==> src/pcc_pkg.sv <==
// shared types, command codes, status bytes and store map of the pin card command processor
package pcc_pkg;

  localparam int STORE_DEPTH_DEF = 2048;
  localparam int LAST_CHUNK_DEF  = 30;
  localparam int NV_AW_MAX       = 12;

  // instruction bytes
  localparam logic [7:0] INS_READ_ID    = 8'h01;
  localparam logic [7:0] INS_READ_VER   = 8'h02;
  localparam logic [7:0] INS_WR_PIN_PUK = 8'h03;
  localparam logic [7:0] INS_VFY_PIN    = 8'h06;
  localparam logic [7:0] INS_VFY_PUK    = 8'h07;
  localparam logic [7:0] INS_ASSIGN     = 8'h08;
  localparam logic [7:0] INS_WR_PIN     = 8'h09;
  localparam logic [7:0] INS_KEY_CHUNK  = 8'h0A;
  localparam logic [7:0] INS_CHALLENGE  = 8'h0C;
  localparam logic [7:0] INS_ATTEMPTS   = 8'h0D;
  localparam logic [7:0] INS_PIN_DEF    = 8'h0E;

  // expected lengths
  localparam logic [7:0] LEN_ID       = 8'd24;
  localparam logic [7:0] LEN_ONE      = 8'd1;
  localparam logic [7:0] LEN_TWO      = 8'd2;
  localparam logic [7:0] LEN_PIN      = 8'd4;
  localparam logic [7:0] LEN_PIN_PUK  = 8'd8;
  localparam logic [7:0] LEN_ASSIGN   = 8'd28;
  localparam logic [7:0] LEN_CHAL     = 8'd32;
  localparam logic [7:0] LEN_CHUNK_MX = 8'd65;

  // status bytes
  localparam logic [7:0] SW_OK1        = 8'h90;
  localparam logic [7:0] SW_ZERO       = 8'h00;
  localparam logic [7:0] SW_WRONG_LEN  = 8'h6C;
  localparam logic [7:0] SW_BAD_CLA    = 8'h6E;
  localparam logic [7:0] SW_BAD_INS    = 8'h6D;
  localparam logic [7:0] SW_COND       = 8'h69;
  localparam logic [7:0] SW_NOT_VER    = 8'h82;
  localparam logic [7:0] SW_PIN_LOCK   = 8'h83;
  localparam logic [7:0] SW_PUK_LOCK   = 8'h84;
  localparam logic [7:0] SW_WRONG_DATA = 8'h6A;
  localparam logic [7:0] SW_ASSIGNED   = 8'h81;
  localparam logic [7:0] SW_BAD_PARAM  = 8'h84;
  localparam logic [7:0] SW_RETRY      = 8'h63;
  localparam logic [7:0] RETRY_BASE    = 8'hC0;
  localparam logic [7:0] ERASED        = 8'hFF;

  // store map
  localparam logic [NV_AW_MAX-1:0] A_PIN       = 12'd0;
  localparam logic [NV_AW_MAX-1:0] A_ID        = 12'd4;
  localparam logic [NV_AW_MAX-1:0] A_FLAG      = 12'd28;
  localparam logic [NV_AW_MAX-1:0] A_PIN_TRIES = 12'd29;
  localparam logic [NV_AW_MAX-1:0] A_PUK_TRIES = 12'd30;
  localparam logic [NV_AW_MAX-1:0] A_PUK       = 12'd31;
  localparam logic [NV_AW_MAX-1:0] A_KSIZE     = 12'd35;
  localparam logic [NV_AW_MAX-1:0] A_KDATA     = 12'd37;

  // configuration register indexes
  localparam logic [1:0] CFG_MAX_PIN = 2'd0;
  localparam logic [1:0] CFG_MAX_PUK = 2'd1;
  localparam logic [1:0] CFG_VERSION = 2'd2;
  localparam logic [1:0] CFG_CLASS   = 2'd3;

  typedef enum logic [4:0] {
    ST_CLEAR, ST_IDLE, ST_HDR, ST_CHK, ST_INS, ST_STRM_RD, ST_STRM_TX, ST_BYTE,
    ST_PD_RD, ST_PD_CHK, ST_DATA, ST_DCMP, ST_DEND, ST_WSEQ, ST_SW1, ST_SW2
  } state_t;

  typedef enum logic [2:0] {
    W_RESTORE, W_ASSIGN, W_PUK_OK, W_KSIZE, W_PIN_TRY, W_FAIL
  } wseq_t;

  typedef struct packed {
    logic       valid;
    logic [7:0] data;
    logic       last;
  } tx_beat_t;

  typedef struct packed {
    logic [3:0] max_pin;
    logic [3:0] max_puk;
    logic [7:0] version;
    logic [7:0] cla;
  } cfg_t;

  function automatic logic has_data(input logic [7:0] ins);
    logic r;
    case (ins)
      INS_WR_PIN_PUK, INS_VFY_PIN, INS_VFY_PUK, INS_ASSIGN,
      INS_WR_PIN, INS_KEY_CHUNK, INS_CHALLENGE: r = 1'b1;
      default: r = 1'b0;
    endcase
    return r;
  endfunction

endpackage

==> src/pcc_seq.sv <==
// command sequencer: header decode, data absorb and read-modify-write of the store
module pcc_seq #(
  parameter int STORE_DEPTH = 2048,
  parameter int LAST_CHUNK  = 30
) (
  input  logic                           clk,
  input  logic                           rst_n,
  input  pcc_pkg::cfg_t                  cfg,
  input  logic                           rx_valid,
  input  logic [7:0]                     rx_byte,
  output logic                           rx_ready,
  input  logic                           can_send,
  output pcc_pkg::tx_beat_t              tx,
  output logic                           nv_we,
  output logic [$clog2(STORE_DEPTH)-1:0] nv_waddr,
  output logic [7:0]                     nv_wdata,
  output logic                           nv_re,
  output logic [$clog2(STORE_DEPTH)-1:0] nv_raddr,
  input  logic [7:0]                     nv_rdata
);
  import pcc_pkg::*;

  localparam int AW = $clog2(STORE_DEPTH);
  localparam logic [AW-1:0] CLR_END = AW'(STORE_DEPTH - 1);
  localparam logic [7:0] LAST_CHUNK_B = 8'(LAST_CHUNK);

  state_t state_r, state_nxt;
  wseq_t  wkind_r, wkind_nxt;
  logic [2:0] phase_r, phase_nxt, widx_r, widx_nxt;
  logic [7:0] cla_r, cla_nxt, ins_r, ins_nxt, len_r, len_nxt, cnt_r, cnt_nxt;
  logic [7:0] tries_r, tries_nxt, chunk_r, chunk_nxt, byte_r, byte_nxt;
  logic [7:0] sw1_r, sw1_nxt, sw2_r, sw2_nxt;
  logic       ok_r, ok_nxt, pin_ok_r, pin_ok_nxt, mask_r, mask_nxt;
  logic       erased_r, erased_nxt;
  logic [7:0] newpin_r [4];
  logic [7:0] newpin_nxt [4];
  logic [NV_AW_MAX-1:0] ptr_r, ptr_nxt, wa, ra;
  logic [4:0] left_r, left_nxt;
  logic [AW-1:0] clr_r, clr_nxt;
  logic [7:0] tfail;

  always_ff @(posedge clk) begin
    if (!rst_n) begin
      state_r  <= ST_CLEAR;
      phase_r  <= '0;
      cla_r    <= '0;
      ins_r    <= '0;
      len_r    <= '0;
      cnt_r    <= '0;
      tries_r  <= '0;
      chunk_r  <= '0;
      ok_r     <= 1'b1;
      pin_ok_r <= 1'b0;
      clr_r    <= '0;
    end else begin
      state_r  <= state_nxt;
      phase_r  <= phase_nxt;
      cla_r    <= cla_nxt;
      ins_r    <= ins_nxt;
      len_r    <= len_nxt;
      cnt_r    <= cnt_nxt;
      tries_r  <= tries_nxt;
      chunk_r  <= chunk_nxt;
      ok_r     <= ok_nxt;
      pin_ok_r <= pin_ok_nxt;
      clr_r    <= clr_nxt;
    end
  end

  always_ff @(posedge clk) begin
    wkind_r  <= wkind_nxt;
    widx_r   <= widx_nxt;
    byte_r   <= byte_nxt;
    sw1_r    <= sw1_nxt;
    sw2_r    <= sw2_nxt;
    mask_r   <= mask_nxt;
    erased_r <= erased_nxt;
    ptr_r    <= ptr_nxt;
    left_r   <= left_nxt;
    newpin_r <= newpin_nxt;
  end

  assign rx_ready = (state_r == ST_IDLE);
  assign tfail    = tries_r - 8'd1;

  always_comb begin
    state_nxt  = state_r;
    wkind_nxt  = wkind_r;
    phase_nxt  = phase_r;
    widx_nxt   = widx_r;
    cla_nxt    = cla_r;
    ins_nxt    = ins_r;
    len_nxt    = len_r;
    cnt_nxt    = cnt_r;
    tries_nxt  = tries_r;
    chunk_nxt  = chunk_r;
    byte_nxt   = byte_r;
    sw1_nxt    = sw1_r;
    sw2_nxt    = sw2_r;
    ok_nxt     = ok_r;
    pin_ok_nxt = pin_ok_r;
    mask_nxt   = mask_r;
    erased_nxt = erased_r;
    newpin_nxt = newpin_r;
    ptr_nxt    = ptr_r;
    left_nxt   = left_r;
    clr_nxt    = clr_r;
    tx         = '0;
    nv_we      = 1'b0;
    nv_re      = 1'b0;
    nv_wdata   = ERASED;
    wa         = '0;
    ra         = '0;

    case (state_r)
      ST_CLEAR: begin
        nv_we   = 1'b1;
        clr_nxt = clr_r + AW'(1);
        if (clr_r == CLR_END) begin
          state_nxt = ST_IDLE;
        end
      end

      ST_IDLE: begin
        if (rx_valid) begin
          case (phase_r)
            3'd1: begin
              ins_nxt   = rx_byte;
              phase_nxt = 3'd2;
            end
            3'd2: phase_nxt = 3'd3;
            3'd3: phase_nxt = 3'd4;
            3'd4: begin
              len_nxt   = rx_byte;
              state_nxt = ST_HDR;
            end
            3'd5: begin
              byte_nxt  = rx_byte;
              state_nxt = ST_DATA;
            end
            default: begin
              cla_nxt   = rx_byte;
              phase_nxt = 3'd1;
            end
          endcase
        end
      end

      ST_HDR: begin
        cnt_nxt   = '0;
        ok_nxt    = 1'b1;
        phase_nxt = '0;
        state_nxt = ST_SW1;
        sw1_nxt   = SW_WRONG_LEN;
        if (cla_r != cfg.cla) begin
          sw1_nxt = SW_BAD_CLA;
          sw2_nxt = SW_ZERO;
        end else begin
          case (ins_r)
            INS_READ_ID: begin
              sw2_nxt = LEN_ID;
              if (len_r == LEN_ID) begin
                nv_re = 1'b1; ra = A_FLAG; state_nxt = ST_CHK;
              end
            end
            INS_READ_VER, INS_PIN_DEF: begin
              sw2_nxt = LEN_ONE;
              if (len_r == LEN_ONE) state_nxt = ST_INS;
            end
            INS_ATTEMPTS: begin
              sw2_nxt = LEN_TWO;
              if (len_r == LEN_TWO) state_nxt = ST_INS;
            end
            INS_WR_PIN_PUK: begin
              sw2_nxt = LEN_PIN_PUK;
              if (len_r == LEN_PIN_PUK) state_nxt = ST_INS;
            end
            INS_WR_PIN: begin
              sw2_nxt = LEN_PIN;
              if (len_r == LEN_PIN) state_nxt = ST_INS;
            end
            INS_VFY_PIN: begin
              sw2_nxt = LEN_PIN;
              if (len_r == LEN_PIN) begin
                nv_re = 1'b1; ra = A_PIN_TRIES; state_nxt = ST_CHK;
              end
            end
            INS_VFY_PUK: begin
              sw2_nxt = LEN_PIN_PUK;
              if (len_r == LEN_PIN_PUK) begin
                nv_re = 1'b1; ra = A_PUK_TRIES; state_nxt = ST_CHK;
              end
            end
            INS_ASSIGN: begin
              sw2_nxt = LEN_ASSIGN;
              if (len_r == LEN_ASSIGN) begin
                nv_re = 1'b1; ra = A_FLAG; state_nxt = ST_CHK;
              end
            end
            INS_KEY_CHUNK: begin
              sw2_nxt = LEN_CHUNK_MX;
              if (len_r != 8'd0 && len_r <= LEN_CHUNK_MX) state_nxt = ST_INS;
            end
            INS_CHALLENGE: begin
              if (!pin_ok_r) begin
                sw1_nxt = SW_COND;
                sw2_nxt = SW_NOT_VER;
              end else begin
                sw2_nxt = LEN_CHAL;
                if (len_r == LEN_CHAL) state_nxt = ST_INS;
              end
            end
            default: begin
              sw1_nxt = SW_BAD_INS;
              sw2_nxt = SW_ZERO;
            end
          endcase
        end
      end

      ST_CHK: begin
        state_nxt = ST_INS;
        case (ins_r)
          INS_VFY_PIN, INS_VFY_PUK: begin
            tries_nxt = nv_rdata;
            if (nv_rdata == 8'd0) begin
              sw1_nxt   = SW_COND;
              sw2_nxt   = (ins_r == INS_VFY_PIN) ? SW_PIN_LOCK : SW_PUK_LOCK;
              state_nxt = ST_SW1;
            end
          end
          INS_ASSIGN: begin
            if (nv_rdata != ERASED) begin
              sw1_nxt   = SW_WRONG_DATA;
              sw2_nxt   = SW_ASSIGNED;
              state_nxt = ST_SW1;
            end
          end
          default: mask_nxt = (nv_rdata != ERASED);
        endcase
      end

      ST_INS: begin
        if (can_send) begin
          tx = '{valid: 1'b1, data: ins_r, last: has_data(ins_r)};
          sw1_nxt = SW_OK1;
          sw2_nxt = SW_ZERO;
          if (has_data(ins_r)) begin
            phase_nxt = 3'd5;
            state_nxt = ST_IDLE;
          end else begin
            case (ins_r)
              INS_READ_ID: begin
                ptr_nxt = A_ID; left_nxt = 5'd24; state_nxt = ST_STRM_RD;
              end
              INS_ATTEMPTS: begin
                ptr_nxt = A_PIN_TRIES; left_nxt = 5'd2; mask_nxt = 1'b1;
                state_nxt = ST_STRM_RD;
              end
              INS_PIN_DEF: begin
                left_nxt = '0; erased_nxt = 1'b1; state_nxt = ST_PD_RD;
              end
              default: begin
                byte_nxt = cfg.version; state_nxt = ST_BYTE;
              end
            endcase
          end
        end
      end

      ST_STRM_RD: begin
        nv_re = 1'b1;
        ra    = ptr_r;
        state_nxt = ST_STRM_TX;
      end

      ST_STRM_TX: begin
        if (can_send) begin
          tx = '{valid: 1'b1, data: (mask_r ? nv_rdata : 8'd0), last: 1'b0};
          ptr_nxt  = ptr_r + 12'd1;
          left_nxt = left_r - 5'd1;
          state_nxt = (left_r == 5'd1) ? ST_SW1 : ST_STRM_RD;
        end
      end

      ST_PD_RD: begin
        nv_re = 1'b1;
        ra    = A_PIN + {7'd0, left_r};
        state_nxt = ST_PD_CHK;
      end

      ST_PD_CHK: begin
        erased_nxt = erased_r & (nv_rdata == ERASED);
        left_nxt   = left_r + 5'd1;
        state_nxt  = ST_PD_RD;
        if (left_r == 5'd3) begin
          byte_nxt  = (erased_r && nv_rdata == ERASED) ? 8'd0 : 8'd1;
          state_nxt = ST_BYTE;
        end
      end

      ST_BYTE: begin
        if (can_send) begin
          tx = '{valid: 1'b1, data: byte_r, last: 1'b0};
          state_nxt = ST_SW1;
        end
      end

      ST_DATA: begin
        cnt_nxt   = cnt_r + 8'd1;
        state_nxt = ST_DEND;
        nv_wdata  = byte_r;
        case (ins_r)
          INS_WR_PIN_PUK: begin
            nv_we = 1'b1;
            wa = (cnt_r < 8'd4) ? A_PIN + {4'd0, cnt_r} : A_PUK + {4'd0, cnt_r} - 12'd4;
          end
          INS_VFY_PIN: begin
            nv_re = 1'b1;
            ra = A_PIN + {10'd0, cnt_r[1:0]};
            state_nxt = ST_DCMP;
          end
          INS_VFY_PUK: begin
            if (cnt_r < 8'd4) begin
              nv_re = 1'b1;
              ra = A_PUK + {4'd0, cnt_r};
              state_nxt = ST_DCMP;
            end else begin
              newpin_nxt[cnt_r[1:0]] = byte_r;
            end
          end
          INS_ASSIGN: begin
            nv_we = 1'b1;
            wa = (cnt_r < LEN_ID) ? A_ID + {4'd0, cnt_r}
                                  : A_PUK + {4'd0, cnt_r} - {4'd0, LEN_ID};
          end
          INS_WR_PIN: begin
            nv_we = 1'b1;
            wa = A_PIN + {10'd0, cnt_r[1:0]};
          end
          INS_KEY_CHUNK: begin
            if (cnt_r == 8'd0) begin
              chunk_nxt = byte_r;
            end else if (chunk_r <= LAST_CHUNK_B) begin
              nv_we = 1'b1;
              wa = A_KDATA + {chunk_r[5:0], 6'd0} + {4'd0, cnt_r} - 12'd1;
            end
          end
          INS_CHALLENGE: ;
          default: begin
            phase_nxt = '0;
            state_nxt = ST_IDLE;
          end
        endcase
      end

      ST_DCMP: begin
        if (byte_r != nv_rdata) ok_nxt = 1'b0;
        state_nxt = ST_DEND;
      end

      ST_DEND: begin
        state_nxt = ST_IDLE;
        if (cnt_r >= len_r) begin
          phase_nxt = '0;
          widx_nxt  = '0;
          sw1_nxt   = SW_OK1;
          sw2_nxt   = SW_ZERO;
          state_nxt = ST_WSEQ;
          case (ins_r)
            INS_VFY_PIN, INS_VFY_PUK: begin
              if (ok_r) begin
                pin_ok_nxt = 1'b1;
                wkind_nxt  = (ins_r == INS_VFY_PUK) ? W_PUK_OK : W_PIN_TRY;
              end else begin
                wkind_nxt = W_FAIL;
                ptr_nxt   = (ins_r == INS_VFY_PIN) ? A_PIN_TRIES : A_PUK_TRIES;
                sw1_nxt   = SW_RETRY;
                sw2_nxt   = RETRY_BASE | tfail;
              end
            end
            INS_ASSIGN: wkind_nxt = W_ASSIGN;
            INS_WR_PIN_PUK, INS_WR_PIN: wkind_nxt = W_RESTORE;
            INS_KEY_CHUNK: begin
              wkind_nxt = W_KSIZE;
              if (chunk_r > LAST_CHUNK_B) begin
                sw1_nxt   = SW_WRONG_DATA;
                sw2_nxt   = SW_BAD_PARAM;
                state_nxt = ST_SW1;
              end else if (chunk_r != 8'd0) begin
                state_nxt = ST_SW1;
              end
            end
            default: state_nxt = ST_SW1;
          endcase
        end
      end

      ST_WSEQ: begin
        nv_we    = 1'b1;
        widx_nxt = widx_r + 3'd1;
        case (wkind_r)
          W_RESTORE, W_ASSIGN: begin
            case (widx_r)
              3'd0: begin wa = A_PIN_TRIES; nv_wdata = {4'd0, cfg.max_pin}; end
              3'd1: begin
                wa = A_PUK_TRIES; nv_wdata = {4'd0, cfg.max_puk};
                if (wkind_r == W_RESTORE) state_nxt = ST_SW1;
              end
              default: begin wa = A_FLAG; nv_wdata = 8'd0; state_nxt = ST_SW1; end
            endcase
          end
          W_PUK_OK: begin
            if (widx_r < 3'd4) begin
              wa = A_PIN + {9'd0, widx_r};
              nv_wdata = newpin_r[widx_r[1:0]];
            end else if (widx_r == 3'd4) begin
              wa = A_PIN_TRIES; nv_wdata = {4'd0, cfg.max_pin};
            end else begin
              wa = A_PUK_TRIES; nv_wdata = {4'd0, cfg.max_puk};
              state_nxt = ST_SW1;
            end
          end
          W_KSIZE: begin
            if (widx_r == 3'd0) begin
              wa = A_KSIZE; nv_wdata = 8'd0;
            end else begin
              wa = A_KSIZE + 12'd1; nv_wdata = len_r - 8'd1;
              state_nxt = ST_SW1;
            end
          end
          W_PIN_TRY: begin
            wa = A_PIN_TRIES; nv_wdata = {4'd0, cfg.max_pin};
            state_nxt = ST_SW1;
          end
          default: begin
            wa = ptr_r; nv_wdata = tfail;
            state_nxt = ST_SW1;
          end
        endcase
      end

      ST_SW1: begin
        if (can_send) begin
          tx = '{valid: 1'b1, data: sw1_r, last: 1'b0};
          state_nxt = ST_SW2;
        end
      end

      ST_SW2: begin
        if (can_send) begin
          tx = '{valid: 1'b1, data: sw2_r, last: 1'b1};
          state_nxt = ST_IDLE;
        end
      end

      default: state_nxt = ST_IDLE;
    endcase
  end

  assign nv_waddr = (state_r == ST_CLEAR) ? clr_r : wa[AW-1:0];
  assign nv_raddr = ra[AW-1:0];
endmodule

==> config.mk <==
export PLATFORM = sky130hd
export DESIGN_NAME = pcc_seq
export DESIGN_NICKNAME = d
export VERILOG_FILES = /design/src/pcc_pkg.sv /design/src/pcc_seq.sv
export SDC_FILE = /design/constraint.sdc
export NUM_CORES = 1
export LEC_CHECK = 0
export BUFFER_PORTS_ARGS = -buffer_cell sky130_fd_sc_hd__buf_2
export CORE_AREA = 2 2 146 148
export CTS_BUF_LIST = sky130_fd_sc_hd__clkbuf_4
export CTS_CLUSTER_SIZE = 16
export DETAILED_ROUTE_END_ITERATION = 6
export DIE_AREA = 0 0 148 150
export PLACE_DENSITY = 0.67
export SYNTH_ARGS = -nofsm -noshare
export SYNTH_HDL_FRONTEND = slang
export SYNTH_SLANG_ARGS = --single-unit
==> constraint.sdc <==
create_clock -name clk -period 5.29 [get_ports clk]
set_input_delay 1.058 -clock clk [delete_from_list [all_inputs] [get_ports clk]]
set_output_delay 1.058 -clock clk [all_outputs]
set_load 0.03 [all_outputs]
==> impl_metrics.yaml <==
pwr:
  powerDensity_nw_per_um2: 251
  p_leak_nw: 4.27
  vdd_drop_max_mv: 0.190
critical_path:
  arrival_ns: 3.68
  path_cells: "inv_1 -> ha_1 -> nand2b_1 -> nand2_1 -> xnor2_1 -> inv_1 -> ha_1 -> nand2_1 -> nand2_1 -> o22ai_1 -> and4bb_1 -> a21oi_1 -> o21ai_0 -> buf_2"
  crit_path_frequent_cell: "nand2_1"
  worst_setup_path_end_kind: "output port"
  critPathMaxFanout: 8
  cp-start-kind: "flip-flop"
  critPathMaxStageDelay_ns: 0.44
  cp.required_ns: 4.23
  rr_worst_depth: 8
  cpMaxStageDelayCell: "xnor2_1"
  critPathKind: "reg2out"
cts:
  cts_made_buffers: 17
  root_buffer: "clkbuf_4"
  path_clk_slew_ns: 0.15
  cts.repair_timing.setup_buffer_count: 0
  tritoncts: "built"
  cts_buffer_depth: 2
  clkSinkCount: 146
  clock_latency_ns: 0.58
  cts_resized: 0
  hold_buffers: 0
  htreeDepth: 4
detailed_routing:
  drc: 0
  via_count: 9464
  wirelength_um: 33000
  postRouteAntennaNets: 0
  routedWlPerCell_um: 21.9
  drt-vias-per-instance: 6.28
  dr.pass1.iters: 7
  drtIter0Drc: 1254
sta:
  worstMarginPinSlew_ns: 0.979
  fin_skew_ns: 0.0323
  fmax_ghz: 0.211
  final_max_slew_viol_count: 0
  rsz0062_at_grt: "false"
  min_period_ns: 4.74
  finalSetupViolations: 0
  maxSlewHeadroom_pct: 34.2
  finalHoldViolations: 0
  fin_ws_ns: 0.554
  fin_tns_setup_ns: 0
  fin_crit_sh_pct: 89.5
finish:
  syn_to_final_growth_pct: 9.27
  drive_gt1_share_pct: 12.9
  final_nets: 1299
  final_area_um2: 11000
synth:
  yosysTopAreaCell: "edfxtp_1"
  synthArstFlopShare_pct: 0
  synth_cell_type_count: 73
  synth_seq_cells: 146
  yosys_warnings: 0
  synthTopCellsByCount: "nor2_1, nand2_1, edfxtp_1"
  synth_fp_nets: 1240
  synth_cells: 1160
  synth_top_area_share_pct: 23.2
  synth_ff_type: "edfxtp_1"
  synth_edf_count: 78
  ys_seq_area_share_pct: 36.6
  syn_area_um2: 10100
  synth_most_common_cell: "nor2_1"
  postSynthAreaPerCell_um2: 8.71
  netlist_top_cells_area: "edfxtp_1, dfxtp_1, ha_1"
run:
  maxCapViolCount: 0
floorplan:
  core_um2: 20700
  die_x_um: 148
  dieArea_um2: 22200
  initial_core_util_pct: 48.8
  io_pins: 87
  die_h_um: 150
  rows: 53
place:
  gp_congestion: 1.03
  pre_cts_ws_ns: 1.24
  place_hpwl_um: 25100
  port_buffers: 86
  detailed_place.area_um2: 10800
grt:
  track_usage_pct: 29.7
  grt-ovfl-total: 0
  grt_pass1_vias: 8789
  grt_pass1_wl_um: 50900
  grt_max_degree: 42
  antenna_found_initial: 1
worst_hold_path:
  whs_path_depth: 2
  hold_path.class: "reg2reg"
outcome:
  status: "completed"
-- logic make-up after synthesis --
family	after synthesis	share of synthesized area, %
AO/OA/AOI/OAI	301	19.6
XOR/XNOR	70	6.14
adder cells (fa/ha/maj)	36	4.46
buffers and inverters	97	3.70
flip-flops	146	36.6
multiplexers	49	5.84
AND/OR/NAND/NOR	461	23.6
-- state kept, by name, summed over array words and instances, names as in the netlist, 5 cells and up --
register	count
sw1_r	6
byte_r	8
ptr_r	11
chunk_r	8
newpin_r	32
clr_r	11
cnt_r	8
tries_r	8
ins_r	8
len_r	8
cla_r	8
sw2_r	8
left_r	5
-- layout by cell type (no fill, tap or decap), drive strengths merged, types with 33 or more instances in the layout --
cell type	Yosys	routed
xnor2	48	48
ha	36	36
nor2b	55	55
mux2i	41	41
dfxtp	68	68
nor3	33	33
a21oi	63	63
nor2	104	104
inv	34	42
edfxtp	78	78
buf	5	103
o21ai	78	78
nand2	92	92
nand3	51	51
-- worst max-delay path: cells and delay by family (launching register included) --
family          cells  cell delay [ns]
xor+xnor            1             0.44
compound gates      3             0.41
buf+inv             3             0.64
fa+ha+maj           2             0.52
simple gates        5             0.67
flops               1             0.42
-- stage by stage --
stage	hold WS, ns	utilization, %	power, W	cells
detailed placement	0.509	52.0	0.00204	1475
floorplan	0.470	-	0.00183	1160
global placement	0.503	52.0	0.00203	1475
global route	0.554	53.4	0.00289	1508
CTS	0.529	53.4	0.00277	1507
finish	0.531	53.4	0.00277	1508
-- path summary, 6_finish.rpt --
| path | from | endpoint | slack [ns] |
|---|---|---|---|
| min reg2reg | clr_r[5] | clr_r[5] | 0.53 |
| min | clr_r[5] | clr_r[5] | 0.53 |
| max | cnt_r[0] | nv_waddr[10] | 0.55 |
| max reg2reg | ins_r[0] | sw1_r[1] | 1.91 |
-- area by class of cell --
type | count | area (um2)
fill | 1952 | 9650
multi-input combinational | 917 | 6030
sequential | 146 | 3700
timing repair buffer | 103 | 558
tap | 275 | 344
clock inverter | 14 | 143
clock buffer | 18 | 135
inverter | 34 | 128
antenna | 1 | 2.50
-- per-layer routing --
| layer | track usage [%] | vias up | wire length [um] | part of all wire (%) |
|---|---|---|---|---|
| met1 | 40.3 | 4469 | 14100 | 43 |
| met4 | 10.0 | 0 | 1030 | 3.1 |
| met3 | 4.76 | 79 | 2670 | 8.1 |
| met5 | 0 | - | 0 | 0 |
| met2 | 48.6 | 508 | 15100 | 46 |
| li1 | - | 4408 | - | - |
-- where the power goes --
part | switching, W | internal (W) | leakage [nW]
Sequential | 0.000113 | 0.00130 | 1.28
Combinational | 0.000402 | 0.000221 | 2.85
Clock | 0.000484 | 0.000254 | 0.144
Power figures use the tool's default switching activity.
